--- src/integer_pairing_unit_macros.svh ---
// shared assertion macros for the pairing unit
`ifndef INTEGER_PAIRING_UNIT_MACROS_SVH
`define INTEGER_PAIRING_UNIT_MACROS_SVH

// same-cycle implication, checked outside reset
`define IPU_ASSERT_IMPL(label, clk, rst_n, ante, cons, msg) \
    label: assert property (@(posedge clk) disable iff (!rst_n) (ante) |-> (cons)) \
        else $error(msg);

// next-cycle implication, checked outside reset
`define IPU_ASSERT_NEXT(label, clk, rst_n, ante, cons, msg) \
    label: assert property (@(posedge clk) disable iff (!rst_n) (ante) |=> (cons)) \
        else $error(msg);

`endif

--- src/ipu_pkg.sv ---
`default_nettype none

package ipu_pkg;

    // field widths of the request and response beats
    localparam int OP_W     = 3;
    localparam int COORD_W  = 16;
    localparam int PACKED_W = 33;
    localparam int WIDTH_W  = 17;
    localparam int PAIRED_W = 33;
    localparam int UNPAIR_W = 17;

    localparam int COORD_BITS_DEF = 16;
    localparam logic [WIDTH_W-1:0] IMAGE_WIDTH_RST = 17'd1;

    // radicand holds 8*z+1 for the cantor inverse
    localparam int RAD_SHIFT = 3;
    localparam int RAD_W     = PACKED_W + RAD_SHIFT;
    localparam int ROOT_W    = RAD_W / 2;

    // shared multiplier
    localparam int MUL_W  = 18;
    localparam int PROD_W = 2 * MUL_W;

    // square root pipeline: one result bit resolved per step
    localparam int SQRT_STEPS      = RAD_W / 2;
    localparam int STEPS_PER_STAGE = 3;
    localparam int SQRT_STAGES     = SQRT_STEPS / STEPS_PER_STAGE;

    // szudzik remainder z - s*s stays below 2*s+1
    localparam int REM_W = ROOT_W + 2;

    typedef enum logic [OP_W-1:0] {
        OP_LINEAR         = 3'd0,
        OP_CANTOR_PAIR    = 3'd1,
        OP_CANTOR_UNPAIR  = 3'd2,
        OP_SZUDZIK_PAIR   = 3'd3,
        OP_SZUDZIK_UNPAIR = 3'd4,
        OP_RS_PAIR        = 3'd5
    } t_op;

    // per-item sideband carried alongside the root
    typedef struct packed {
        t_op                 op;
        logic [PACKED_W-1:0] z;
        logic [MUL_W-1:0]    mul_a;
        logic [MUL_W-1:0]    mul_b;
        logic [MUL_W-1:0]    add_v;
        logic                halve;
    } t_side;

    typedef struct packed {
        logic [RAD_W-1:0] rem;
        logic [RAD_W-1:0] root;
    } t_sqrt_state;

    // one step of the digit-by-digit square root
    function automatic t_sqrt_state isqrt_step(t_sqrt_state cur, int step);
        logic [RAD_W-1:0] v_bit;
        logic [RAD_W-1:0] v_trial;
        t_sqrt_state      v_nxt;
        v_bit   = RAD_W'(1) << (RAD_W - 2 - 2 * step);
        v_trial = cur.root + v_bit;
        if (cur.rem >= v_trial) begin
            v_nxt.rem  = cur.rem - v_trial;
            v_nxt.root = (cur.root >> 1) + v_bit;
        end else begin
            v_nxt.rem  = cur.rem;
            v_nxt.root = cur.root >> 1;
        end
        return v_nxt;
    endfunction

endpackage

`default_nettype wire

--- src/ipu_if.sv ---
`default_nettype none

interface ipu_req_if;
    import ipu_pkg::*;

    logic                valid;
    logic                ready;
    logic [OP_W-1:0]     operation;
    logic [COORD_W-1:0]  x_coord;
    logic [COORD_W-1:0]  y_coord;
    logic [PACKED_W-1:0] packed_value;

    modport source (output valid, operation, x_coord, y_coord, packed_value, input ready);
    modport sink   (input valid, operation, x_coord, y_coord, packed_value, output ready);
endinterface

interface ipu_rsp_if;
    import ipu_pkg::*;

    logic                valid;
    logic                ready;
    logic [PAIRED_W-1:0] paired_out;
    logic [UNPAIR_W-1:0] first_out;
    logic [UNPAIR_W-1:0] second_out;
    logic                bad_operation;

    modport source (output valid, paired_out, first_out, second_out, bad_operation,
                    input ready);
    modport sink   (input valid, paired_out, first_out, second_out, bad_operation,
                    output ready);
endinterface

`default_nettype wire

--- src/ipu_isqrt_pipe.sv ---
`default_nettype none
`include "integer_pairing_unit_macros.svh"

module ipu_isqrt_pipe (
    input  logic                        i_clk,
    input  logic                        i_rst_n,
    input  logic                        i_valid,
    output logic                        o_ready,
    input  logic [ipu_pkg::RAD_W-1:0]   i_rad,
    input  ipu_pkg::t_side              i_side,
    output logic                        o_valid,
    input  logic                        i_ready,
    output logic [ipu_pkg::ROOT_W-1:0]  o_root,
    output ipu_pkg::t_side              o_side
);
    import ipu_pkg::*;

    localparam int Last = SQRT_STAGES - 1;

    logic [SQRT_STAGES-1:0] r_valid;
    logic [SQRT_STAGES-1:0] w_en;
    logic [SQRT_STAGES-1:0] w_vin;
    t_sqrt_state            r_st      [SQRT_STAGES];
    t_sqrt_state            n_st      [SQRT_STAGES];
    t_sqrt_state            w_st_in   [SQRT_STAGES];
    t_side                  r_side    [SQRT_STAGES];
    t_side                  w_side_in [SQRT_STAGES];
    logic [RAD_W:0]         w_root_dbl;

    // stage inputs
    always_comb begin
        w_st_in[0]   = t_sqrt_state'{rem: i_rad, root: '0};
        w_side_in[0] = i_side;
        w_vin[0]     = i_valid;
        for (int g = 1; g < SQRT_STAGES; g++) begin
            w_st_in[g]   = r_st[g-1];
            w_side_in[g] = r_side[g-1];
            w_vin[g]     = r_valid[g-1];
        end
    end

    // a few root steps per stage
    always_comb begin
        t_sqrt_state v_cur;
        for (int g = 0; g < SQRT_STAGES; g++) begin
            v_cur = w_st_in[g];
            for (int j = 0; j < STEPS_PER_STAGE; j++) begin
                v_cur = isqrt_step(v_cur, g * STEPS_PER_STAGE + j);
            end
            n_st[g] = v_cur;
        end
    end

    // a stage loads when empty or when the one after it moves
    always_comb begin
        w_en[Last] = !r_valid[Last] || i_ready;
        for (int g = Last - 1; g >= 0; g--) begin
            w_en[g] = !r_valid[g] || w_en[g+1];
        end
    end

    always_ff @(posedge i_clk) begin
        if (!i_rst_n) begin
            r_valid <= '0;
        end else begin
            for (int g = 0; g < SQRT_STAGES; g++) begin
                if (w_en[g]) begin
                    r_valid[g] <= w_vin[g];
                end
            end
        end
    end

    always_ff @(posedge i_clk) begin
        for (int g = 0; g < SQRT_STAGES; g++) begin
            if (w_en[g]) begin
                r_st[g]   <= n_st[g];
                r_side[g] <= w_side_in[g];
            end
        end
    end

    assign o_ready    = w_en[0];
    assign o_valid    = r_valid[Last];
    assign o_root     = r_st[Last].root[ROOT_W-1:0];
    assign o_side     = r_side[Last];
    assign w_root_dbl = {r_st[Last].root, 1'b0};

    `IPU_ASSERT_IMPL(a_root_exact, i_clk, i_rst_n, o_valid, (RAD_W+1)'(r_st[Last].rem) <= w_root_dbl, "remainder too large for a floor root")
    `IPU_ASSERT_IMPL(a_root_narrow, i_clk, i_rst_n, o_valid, r_st[Last].root[RAD_W-1:ROOT_W] == '0, "root wider than expected")
    `IPU_ASSERT_IMPL(a_full_only_stalled, i_clk, i_rst_n, !o_ready, o_valid && !i_ready, "pipe refused input with a bubble inside")

endmodule

`default_nettype wire

--- src/integer_pairing_unit.sv ---
// integer pairing unit
// request channel i_req: operation, x_coord, y_coord, packed_value; one beat per item
// response channel o_rsp: paired_out, first_out, second_out, bad_operation; one beat each
// operations: linear (y*image_width+x), cantor pair/unpair, szudzik pair/unpair,
// rosenberg-strong pair; codes 6 and 7 answer zeros with bad_operation set
// config: i_cfg_wr_en/i_cfg_wr_data write image_width; change it only while idle
// throughput: one beat per cycle in both directions, every operation
// latency: the response is valid 9 cycles after the accepting edge; the pipe is
// ten register stages (entry, six root stages of three steps each, operand
// select, multiply, result) and the 18-step square root sets its depth
// stall: every stage has its own valid bit and loads when empty or when the
// stage after it moves, so bubbles are squeezed out and up to ten items wait
// inside; i_req.ready drops only when all stages hold data and o_rsp.ready is low
// reset: synchronous active-low i_rst_n clears every valid bit and sets
// image_width to 1; no beat is in flight after reset
`default_nettype none
`include "integer_pairing_unit_macros.svh"

module integer_pairing_unit #(
    parameter int COORD_BITS = ipu_pkg::COORD_BITS_DEF
) (
    input  logic                          i_clk,
    input  logic                          i_rst_n,
    input  logic                          i_cfg_wr_en,
    input  logic [ipu_pkg::WIDTH_W-1:0]   i_cfg_wr_data,
    ipu_req_if.sink                       i_req,
    ipu_rsp_if.source                     o_rsp
);
    import ipu_pkg::*;

    // coordinates are cut to COORD_BITS, capped at the port width
    localparam int CoordUseW = (COORD_BITS < COORD_W) ? COORD_BITS : COORD_W;
    localparam logic [COORD_W-1:0] CoordMask = COORD_W'((64'd1 << CoordUseW) - 64'd1);

    // config register
    logic [WIDTH_W-1:0]  r_image_width;

    // entry stage
    logic                r_e_valid;
    t_op                 r_e_op;
    logic [COORD_W-1:0]  r_e_x;
    logic [COORD_W-1:0]  r_e_y;
    logic [PACKED_W-1:0] r_e_z;

    // operand prep feeding the root pipe
    logic [MUL_W-1:0]    w_x;
    logic [MUL_W-1:0]    w_y;
    logic [MUL_W-1:0]    w_max;
    logic [MUL_W-1:0]    w_sum;
    logic                w_x_ge_y;
    t_side               w_side;
    logic [RAD_W-1:0]    w_rad;

    // root pipe outputs
    logic                w_sq_ready;
    logic                w_sq_valid;
    logic [ROOT_W-1:0]   w_sq_root;
    t_side               w_sq_side;

    // operand select stage
    logic                r_a_valid;
    t_side               r_a_side;
    t_side               n_a_side;
    logic [MUL_W-1:0]    w_q;

    // multiply stage
    logic                r_p_valid;
    logic [PROD_W-1:0]   r_p_prod;
    t_side               r_p_side;

    // result stage
    logic                r_o_valid;
    logic [PAIRED_W-1:0] r_o_paired;
    logic [UNPAIR_W-1:0] r_o_first;
    logic [UNPAIR_W-1:0] r_o_second;
    logic                r_o_bad;
    logic [PAIRED_W-1:0] n_o_paired;
    logic [UNPAIR_W-1:0] n_o_first;
    logic [UNPAIR_W-1:0] n_o_second;
    logic                n_o_bad;
    logic [PROD_W-1:0]   w_half;
    logic [UNPAIR_W-1:0] w_tri;
    logic [REM_W-1:0]    w_rem;
    logic [REM_W-1:0]    w_root_r;
    logic [REM_W-1:0]    w_rem_hi;

    // stage enables: load when empty or when the next stage moves
    logic                w_en_e;
    logic                w_en_a;
    logic                w_en_p;
    logic                w_en_o;

    assign w_en_o = !r_o_valid || o_rsp.ready;
    assign w_en_p = !r_p_valid || w_en_o;
    assign w_en_a = !r_a_valid || w_en_p;
    assign w_en_e = !r_e_valid || w_sq_ready;

    assign i_req.ready = w_en_e;

    // image width register
    always_ff @(posedge i_clk) begin
        if (!i_rst_n) begin
            r_image_width <= IMAGE_WIDTH_RST;
        end else if (i_cfg_wr_en) begin
            r_image_width <= i_cfg_wr_data;
        end
    end

    // entry stage: capture the request beat, coordinates masked
    always_ff @(posedge i_clk) begin
        if (!i_rst_n) begin
            r_e_valid <= 1'b0;
        end else if (w_en_e) begin
            r_e_valid <= i_req.valid;
        end
    end

    always_ff @(posedge i_clk) begin
        if (w_en_e) begin
            r_e_op <= t_op'(i_req.operation);
            r_e_x  <= i_req.x_coord & CoordMask;
            r_e_y  <= i_req.y_coord & CoordMask;
            r_e_z  <= i_req.packed_value;
        end
    end

    // pairing operations reduce to a*b (optionally halved) plus an addend
    assign w_x      = MUL_W'(r_e_x);
    assign w_y      = MUL_W'(r_e_y);
    assign w_x_ge_y = (r_e_x >= r_e_y);
    assign w_max    = w_x_ge_y ? w_x : w_y;
    assign w_sum    = w_x + w_y;

    always_comb begin
        w_side       = '0;
        w_side.op    = r_e_op;
        w_side.z     = r_e_z;
        case (r_e_op)
            OP_LINEAR: begin
                w_side.mul_a = w_y;
                w_side.mul_b = MUL_W'(r_image_width);
                w_side.add_v = w_x;
            end
            OP_CANTOR_PAIR: begin
                // s*(s+1)/2 + y
                w_side.mul_a = w_sum;
                w_side.mul_b = w_sum + MUL_W'(1);
                w_side.add_v = w_y;
                w_side.halve = 1'b1;
            end
            OP_CANTOR_UNPAIR: begin
                // operands come from the root later
                w_side.halve = 1'b1;
            end
            OP_SZUDZIK_PAIR: begin
                // x>=y: x*x+x+y, else y*y+x
                w_side.mul_a = w_max;
                w_side.mul_b = w_max;
                w_side.add_v = w_x_ge_y ? w_sum : w_x;
            end
            OP_RS_PAIR: begin
                // m*m + m + x - y, never negative
                w_side.mul_a = w_max;
                w_side.mul_b = w_max;
                w_side.add_v = w_max + w_x - w_y;
            end
            default: begin
            end
        endcase
    end

    // cantor inverse takes the root of 8z+1, szudzik inverse the root of z
    assign w_rad = (r_e_op == OP_CANTOR_UNPAIR) ? {r_e_z, RAD_SHIFT'(1)} : RAD_W'(r_e_z);

    ipu_isqrt_pipe u_isqrt (
        .i_clk   (i_clk),
        .i_rst_n (i_rst_n),
        .i_valid (r_e_valid),
        .o_ready (w_sq_ready),
        .i_rad   (w_rad),
        .i_side  (w_side),
        .o_valid (w_sq_valid),
        .i_ready (w_en_a),
        .o_root  (w_sq_root),
        .o_side  (w_sq_side)
    );

    // operand select: the inverses square or triangle the root
    assign w_q = (MUL_W'(w_sq_root) - MUL_W'(1)) >> 1;

    always_comb begin
        n_a_side = w_sq_side;
        case (w_sq_side.op)
            OP_CANTOR_UNPAIR: begin
                // shell index q = (root - 1) / 2, triangle q*(q+1)/2
                n_a_side.mul_a = w_q;
                n_a_side.mul_b = w_q + MUL_W'(1);
            end
            OP_SZUDZIK_UNPAIR: begin
                n_a_side.mul_a = MUL_W'(w_sq_root);
                n_a_side.mul_b = MUL_W'(w_sq_root);
            end
            default: begin
            end
        endcase
    end

    always_ff @(posedge i_clk) begin
        if (!i_rst_n) begin
            r_a_valid <= 1'b0;
        end else if (w_en_a) begin
            r_a_valid <= w_sq_valid;
        end
    end

    always_ff @(posedge i_clk) begin
        if (w_en_a) begin
            r_a_side <= n_a_side;
        end
    end

    // multiply stage
    always_ff @(posedge i_clk) begin
        if (!i_rst_n) begin
            r_p_valid <= 1'b0;
        end else if (w_en_p) begin
            r_p_valid <= r_a_valid;
        end
    end

    always_ff @(posedge i_clk) begin
        if (w_en_p) begin
            r_p_prod <= r_a_side.mul_a * r_a_side.mul_b;
            r_p_side <= r_a_side;
        end
    end

    // result stage
    assign w_half   = r_p_side.halve ? (r_p_prod >> 1) : r_p_prod;
    assign w_tri    = w_half[UNPAIR_W-1:0];
    assign w_rem    = r_p_side.z[REM_W-1:0] - r_p_prod[REM_W-1:0];
    assign w_root_r = REM_W'(r_p_side.mul_a);
    assign w_rem_hi = w_rem - w_root_r;

    always_comb begin
        n_o_paired = '0;
        n_o_first  = '0;
        n_o_second = '0;
        n_o_bad    = 1'b0;
        case (r_p_side.op)
            OP_LINEAR, OP_CANTOR_PAIR, OP_SZUDZIK_PAIR, OP_RS_PAIR: begin
                n_o_paired = w_half[PAIRED_W-1:0] + PAIRED_W'(r_p_side.add_v);
            end
            OP_CANTOR_UNPAIR: begin
                // y = z - T, x = T + q - z
                n_o_second = r_p_side.z[UNPAIR_W-1:0] - w_tri;
                n_o_first  = w_tri + r_p_side.mul_a[UNPAIR_W-1:0]
                             - r_p_side.z[UNPAIR_W-1:0];
            end
            OP_SZUDZIK_UNPAIR: begin
                if (w_rem < w_root_r) begin
                    n_o_first  = w_rem[UNPAIR_W-1:0];
                    n_o_second = r_p_side.mul_a[UNPAIR_W-1:0];
                end else begin
                    n_o_first  = r_p_side.mul_a[UNPAIR_W-1:0];
                    n_o_second = w_rem_hi[UNPAIR_W-1:0];
                end
            end
            default: begin
                n_o_bad = 1'b1;
            end
        endcase
    end

    always_ff @(posedge i_clk) begin
        if (!i_rst_n) begin
            r_o_valid <= 1'b0;
        end else if (w_en_o) begin
            r_o_valid <= r_p_valid;
        end
    end

    always_ff @(posedge i_clk) begin
        if (w_en_o) begin
            r_o_paired <= n_o_paired;
            r_o_first  <= n_o_first;
            r_o_second <= n_o_second;
            r_o_bad    <= n_o_bad;
        end
    end

    assign o_rsp.valid         = r_o_valid;
    assign o_rsp.paired_out    = r_o_paired;
    assign o_rsp.first_out     = r_o_first;
    assign o_rsp.second_out    = r_o_second;
    assign o_rsp.bad_operation = r_o_bad;

    `IPU_ASSERT_IMPL(a_bad_op_zero, i_clk, i_rst_n, o_rsp.valid && o_rsp.bad_operation, o_rsp.paired_out == '0 && o_rsp.first_out == '0 && o_rsp.second_out == '0, "bad operation beat carries data")
    `IPU_ASSERT_IMPL(a_busy_only_stalled, i_clk, i_rst_n, !i_req.ready, r_o_valid && !o_rsp.ready, "request refused without an output stall")
    `IPU_ASSERT_NEXT(a_no_repeat, i_clk, i_rst_n, o_rsp.valid && o_rsp.ready && !r_p_valid, !r_o_valid, "response beat repeated")

endmodule

`default_nettype wire

--- src/flat_wrapper.sv ---
// flat-port wrapper written by rule: the top's interface ports become plain ports
module integer_pairing_unit_flat import ipu_pkg::*;
#(
    parameter int COORD_BITS = ipu_pkg::COORD_BITS_DEF
)
  (i_clk, i_rst_n, i_cfg_wr_en, i_cfg_wr_data, i_req_valid, i_req_operation, i_req_x_coord, i_req_y_coord, i_req_packed_value, i_req_ready, o_rsp_valid, o_rsp_paired_out, o_rsp_first_out, o_rsp_second_out, o_rsp_bad_operation, o_rsp_ready);
  ipu_req_if i_req_i ();
  ipu_rsp_if o_rsp_i ();
  input  logic i_clk;
  input  logic i_rst_n;
  input  logic i_cfg_wr_en;
  input  logic [ipu_pkg::WIDTH_W-1:0] i_cfg_wr_data;
  input wire logic [$bits(i_req_i.valid)-1:0] i_req_valid;
  input wire logic [$bits(i_req_i.operation)-1:0] i_req_operation;
  input wire logic [$bits(i_req_i.x_coord)-1:0] i_req_x_coord;
  input wire logic [$bits(i_req_i.y_coord)-1:0] i_req_y_coord;
  input wire logic [$bits(i_req_i.packed_value)-1:0] i_req_packed_value;
  output wire logic [$bits(i_req_i.ready)-1:0] i_req_ready;
  output wire logic [$bits(o_rsp_i.valid)-1:0] o_rsp_valid;
  output wire logic [$bits(o_rsp_i.paired_out)-1:0] o_rsp_paired_out;
  output wire logic [$bits(o_rsp_i.first_out)-1:0] o_rsp_first_out;
  output wire logic [$bits(o_rsp_i.second_out)-1:0] o_rsp_second_out;
  output wire logic [$bits(o_rsp_i.bad_operation)-1:0] o_rsp_bad_operation;
  input wire logic [$bits(o_rsp_i.ready)-1:0] o_rsp_ready;
  assign i_req_i.valid = i_req_valid;
  assign i_req_i.operation = i_req_operation;
  assign i_req_i.x_coord = i_req_x_coord;
  assign i_req_i.y_coord = i_req_y_coord;
  assign i_req_i.packed_value = i_req_packed_value;
  assign i_req_ready = i_req_i.ready;
  assign o_rsp_valid = o_rsp_i.valid;
  assign o_rsp_paired_out = o_rsp_i.paired_out;
  assign o_rsp_first_out = o_rsp_i.first_out;
  assign o_rsp_second_out = o_rsp_i.second_out;
  assign o_rsp_bad_operation = o_rsp_i.bad_operation;
  assign o_rsp_i.ready = o_rsp_ready;
  integer_pairing_unit #(.COORD_BITS(COORD_BITS)) u_core (.i_clk(i_clk), .i_rst_n(i_rst_n), .i_cfg_wr_en(i_cfg_wr_en), .i_cfg_wr_data(i_cfg_wr_data), .i_req(i_req_i), .o_rsp(o_rsp_i));
endmodule
--- config.mk ---
export PLATFORM = sky130hd
export DESIGN_NAME = integer_pairing_unit_flat
export DESIGN_NICKNAME = d
export VERILOG_FILES = /design/src/ipu_pkg.sv /design/src/ipu_if.sv /design/src/ipu_isqrt_pipe.sv /design/src/integer_pairing_unit.sv /design/src/flat_wrapper.sv
export VERILOG_INCLUDE_DIRS = /design/src /design/src/src
export SDC_FILE = /design/constraint.sdc
export NUM_CORES = 2
export LEC_CHECK = 0
export BUFFER_PORTS_ARGS = -buffer_cell sky130_fd_sc_hd__buf_2
export CAP_MARGIN = 20
export CORE_ASPECT_RATIO = 0.75
export CORE_MARGIN = 8
export CORE_UTILIZATION = 55
export CTS_CLUSTER_DIAMETER = 50
export DETAILED_ROUTE_END_ITERATION = 8
export PLACE_DENSITY = 0.71
export REMOVE_ABC_BUFFERS = 1
export SYNTH_ARGS = -nofsm -noshare
export SYNTH_HDL_FRONTEND = slang
export SYNTH_HIERARCHICAL = 1
export SYNTH_SLANG_ARGS = --single-unit
--- constraint.sdc ---
create_clock -name i_clk -period 22.3 [get_ports i_clk]
set_input_delay 2.23 -clock i_clk [delete_from_list [all_inputs] [get_ports i_clk]]
set_output_delay 2.23 -clock i_clk [all_outputs]
set_load 0.02 [all_outputs]
==> reports/results.tsv <==
stage	metric	value	unit
die	dieWidth	419	µm
critical_path	worstSetupStartpointType	flop	
placed_design	io_buffers	159	
power_and_ir_drop	power_density	143	nW/µm²
route	wl_per_cell	20.3	µm
run	maxCapViolations	0	
die	fp.dieArea	133000	µm²
critical_path	critPathCaptureType	flop	
cells_and_area	fin_nets	6932	
synth	syn-mean-instance-area	11.2	µm²
sta	hold_viol	0	
synth	synthCells	5991	
synth	yosys_warnings	6	
sta	setup_viol	0	
cts	path_clk_slew	70	ps
sta	fmax	103	MHz
power_and_ir_drop	comb_power_share	0.544	
sta	rsz0062_at_grt	false	
cts	numClockSinks	1046	
critical_path	crit_required	22750	ps
critical_path	max_stage_delay	610	ps
grt	antenna_found_initial	2	
cells_and_area	synthToLayoutAreaGrowth	9.23	%
placed_design	dp_slack	12690	ps
cells_and_area	multi_input_area	32900	µm²
critical_path	cp_max_fo	27	
cells_and_area	drive_above_1_share	0.0875	
sta	setup_ws	12550	ps
cts	cts_tree	yes	
die	core	122000	µm²
cts	postCtsSetupRepairBufs	0	
cells_and_area	fill_cells	9689	
sta	relSlewSlack	0.276	
die	rows	111	
power_and_ir_drop	p_clk_frac	0.174	
min_path	hold_path.class	reg2reg	
route	postRouteAntennaNets	0	
power_and_ir_drop	power.internal	0.00604	W
cts	cts-buffers-inserted	110	
cts	clk_latency	730	ps
die	die_h	318	µm
die	io_pins	160	
cts	ctsRootBufferMaster	clkbuf_16	
sta	period_minus_slack	9750	ps
grt	grt_pass1_wl	251000	µm
sta	fin_skew	67.8	ps
route	vias_per_cell	5.80	
min_path	whs_path_depth	0	
cells_and_area	diodes	0	
critical_path	cpMostUsedCell	a21o_1	
power_and_ir_drop	p_seq_frac	0.282	
route	vias	45570	
critical_path	crit_slowest_cell	ha_1	
critical_path	cp.arrival	10200	ps
synth	netlist_area	67000	µm²
die	start_util	0.551	
route	dr.first_iter.drc_count	4292	
placed_design	dpl.hpwl	122000	µm
route	wirelength	160000	µm
route	drc	0	
power_and_ir_drop	power.net_switching	0.00444	W
route	drtPass1Iterations	6	
status	run_status	finished, final reports clean	
grt	gr-usage-all-layers	0.235	
placed_design	gp_congestion	0.940	
cts	cts_hold_buf	0	
cts	h-tree-depth	3	
power_and_ir_drop	swShare	0.424	
cts	post_cts_resized	0	
power_and_ir_drop	p_leak	31.9	nW
sta	drv_slew	0	
cells_and_area	register_area	31100	µm²
critical_path	path_class	reg2reg	
critical_path	ff2ff_path_depth	34	
sta	setup_tns	0	ps
grt	grt.overflow.total	0	
power_and_ir_drop	ir_worst_vdd	0.153	mV
sta	fin_crit_sh	0.437	
grt	grt_pass1_vias	44258	
grt	grt_max_degree	81	
sta	worst_pin_slew	1090	ps
cts	clockBufferDepth	3	
[per-stage QoR]
| stage | util | std cells | hold slack [ps] | total power (W) | cell area (µm²) |
|---|---|---|---|---|---|
| finish | 0.602 | 7858 | 412 | 0.0105 | 73200 |
| global route | 0.602 | 7858 | 418 | 0.0113 | 73200 |
| CTS | 0.602 | 7857 | 415 | 0.0105 | 73200 |
| detailed placement | 0.572 | 7653 | 405 | 0.00858 | 69500 |
| global placement | 0.572 | 7653 | 401 | 0.00850 | 69500 |
| floorplan | - | 5824 | 400 | 0.00723 | 66300 |
[power groups by stage]
stage	clock network, W	registers, W	logic [W]
detailed placement	0	0.00299	0.00559
floorplan	0	0.00290	0.00433
global route	0.00194	0.00299	0.00634
global placement	0	0.00298	0.00551
finish	0.00182	0.00296	0.00570
CTS	0.00186	0.00295	0.00564
[sequential cells by signal, summed over array words and instances, names as in the netlist]
name / flops
u_core/r_e_op: 3
u_core/o_rsp.paired_out: 33
u_core/o_rsp.valid: 1
u_core/r_e_valid: 1
u_core/u_isqrt/r_side: 468
u_core/r_p_valid: 1
u_core/u_isqrt/r_st: 243
u_core/o_rsp.bad_operation: 1
u_core/o_rsp.second_out: 17
u_core/r_e_y: 16
u_core/o_rsp.first_out: 17
u_core/r_e_x: 16
u_core/r_p_side: 60
u_core/r_a_side: 78
u_core/r_a_valid: 1
u_core/r_p_prod: 34
u_core/r_image_width: 17
u_core/u_isqrt/r_valid: 6
u_core/r_e_z: 33
[final cells by class]
type / instances / share of cell area
clock inverters: 73 / 0.0108
flip-flops and latches: 1046 / 0.425
well taps: 1638 / 0.0280
repair buffers: 192 / 0.0145
inverters: 632 / 0.0325
clock buffers: 131 / 0.0395
multi-input cells: 4146 / 0.449
[path summary, 6_finish.rpt]
kind	from	end	slack, ps
max	u_core/u_isqrt/r_st[3][59]$_DFFE_PP_	u_core/u_isqrt/r_st[4][71]$_DFFE_PP_	12550
min reg2reg	u_core/u_isqrt/r_side[0][4]$_DFFE_PP_	u_core/u_isqrt/r_side[1][4]$_DFFE_PP_	410
max reg2reg	u_core/u_isqrt/r_st[3][59]$_DFFE_PP_	u_core/u_isqrt/r_st[4][71]$_DFFE_PP_	12550
min	u_core/u_isqrt/r_side[0][4]$_DFFE_PP_	u_core/u_isqrt/r_side[1][4]$_DFFE_PP_	410
[critical path: cells and delay by family (launching register included)]
| family | cells | cell delay (ps) |
|---|---|---|
| AOI/OAI and AO/OA | 21 | 4980 |
| xor gates and xnor gates | 1 | 220 |
| buffers and inverters | 3 | 1060 |
| DFF | 1 | 440 |
| adders and majority gates | 3 | 1310 |
| and+or+nand+nor | 6 | 1420 |
[routing by layer]
metal,routed length [µm],GRT usage,up-vias
li1,-,-,21726
met2,67100,0.342,1685
met1,77700,0.368,21953
met4,3020,0.0491,0
met5,0,0,-
met3,12000,0.0403,206
[cell usage in the layout (no fill, tap or decap), types with 42 or more instances in the layout]
| cell type | n |
|---|---|
| a21oi_1 | 321 |
| xor2_1 | 151 |
| a22oi_1 | 45 |
| fa_1 | 277 |
| mux2i_1 | 105 |
| o21a_1 | 59 |
| nand4_1 | 45 |
| nand2_1 | 461 |
| clkbuf_16 | 110 |
| nor4_1 | 59 |
| edfxtp_1 | 1019 |
| nand3_1 | 82 |
| nor2_1 | 361 |
| nand2b_1 | 42 |
| nor3_1 | 108 |
| nor2b_1 | 78 |
| buf_2 | 159 |
| mux2_2 | 57 |
| ha_1 | 437 |
| o21ai_0 | 186 |
| a21o_1 | 139 |
| and2_1 | 174 |
| inv_1 | 622 |
| xnor2_1 | 272 |
Note: power is estimated with default switching activity, not from simulation.
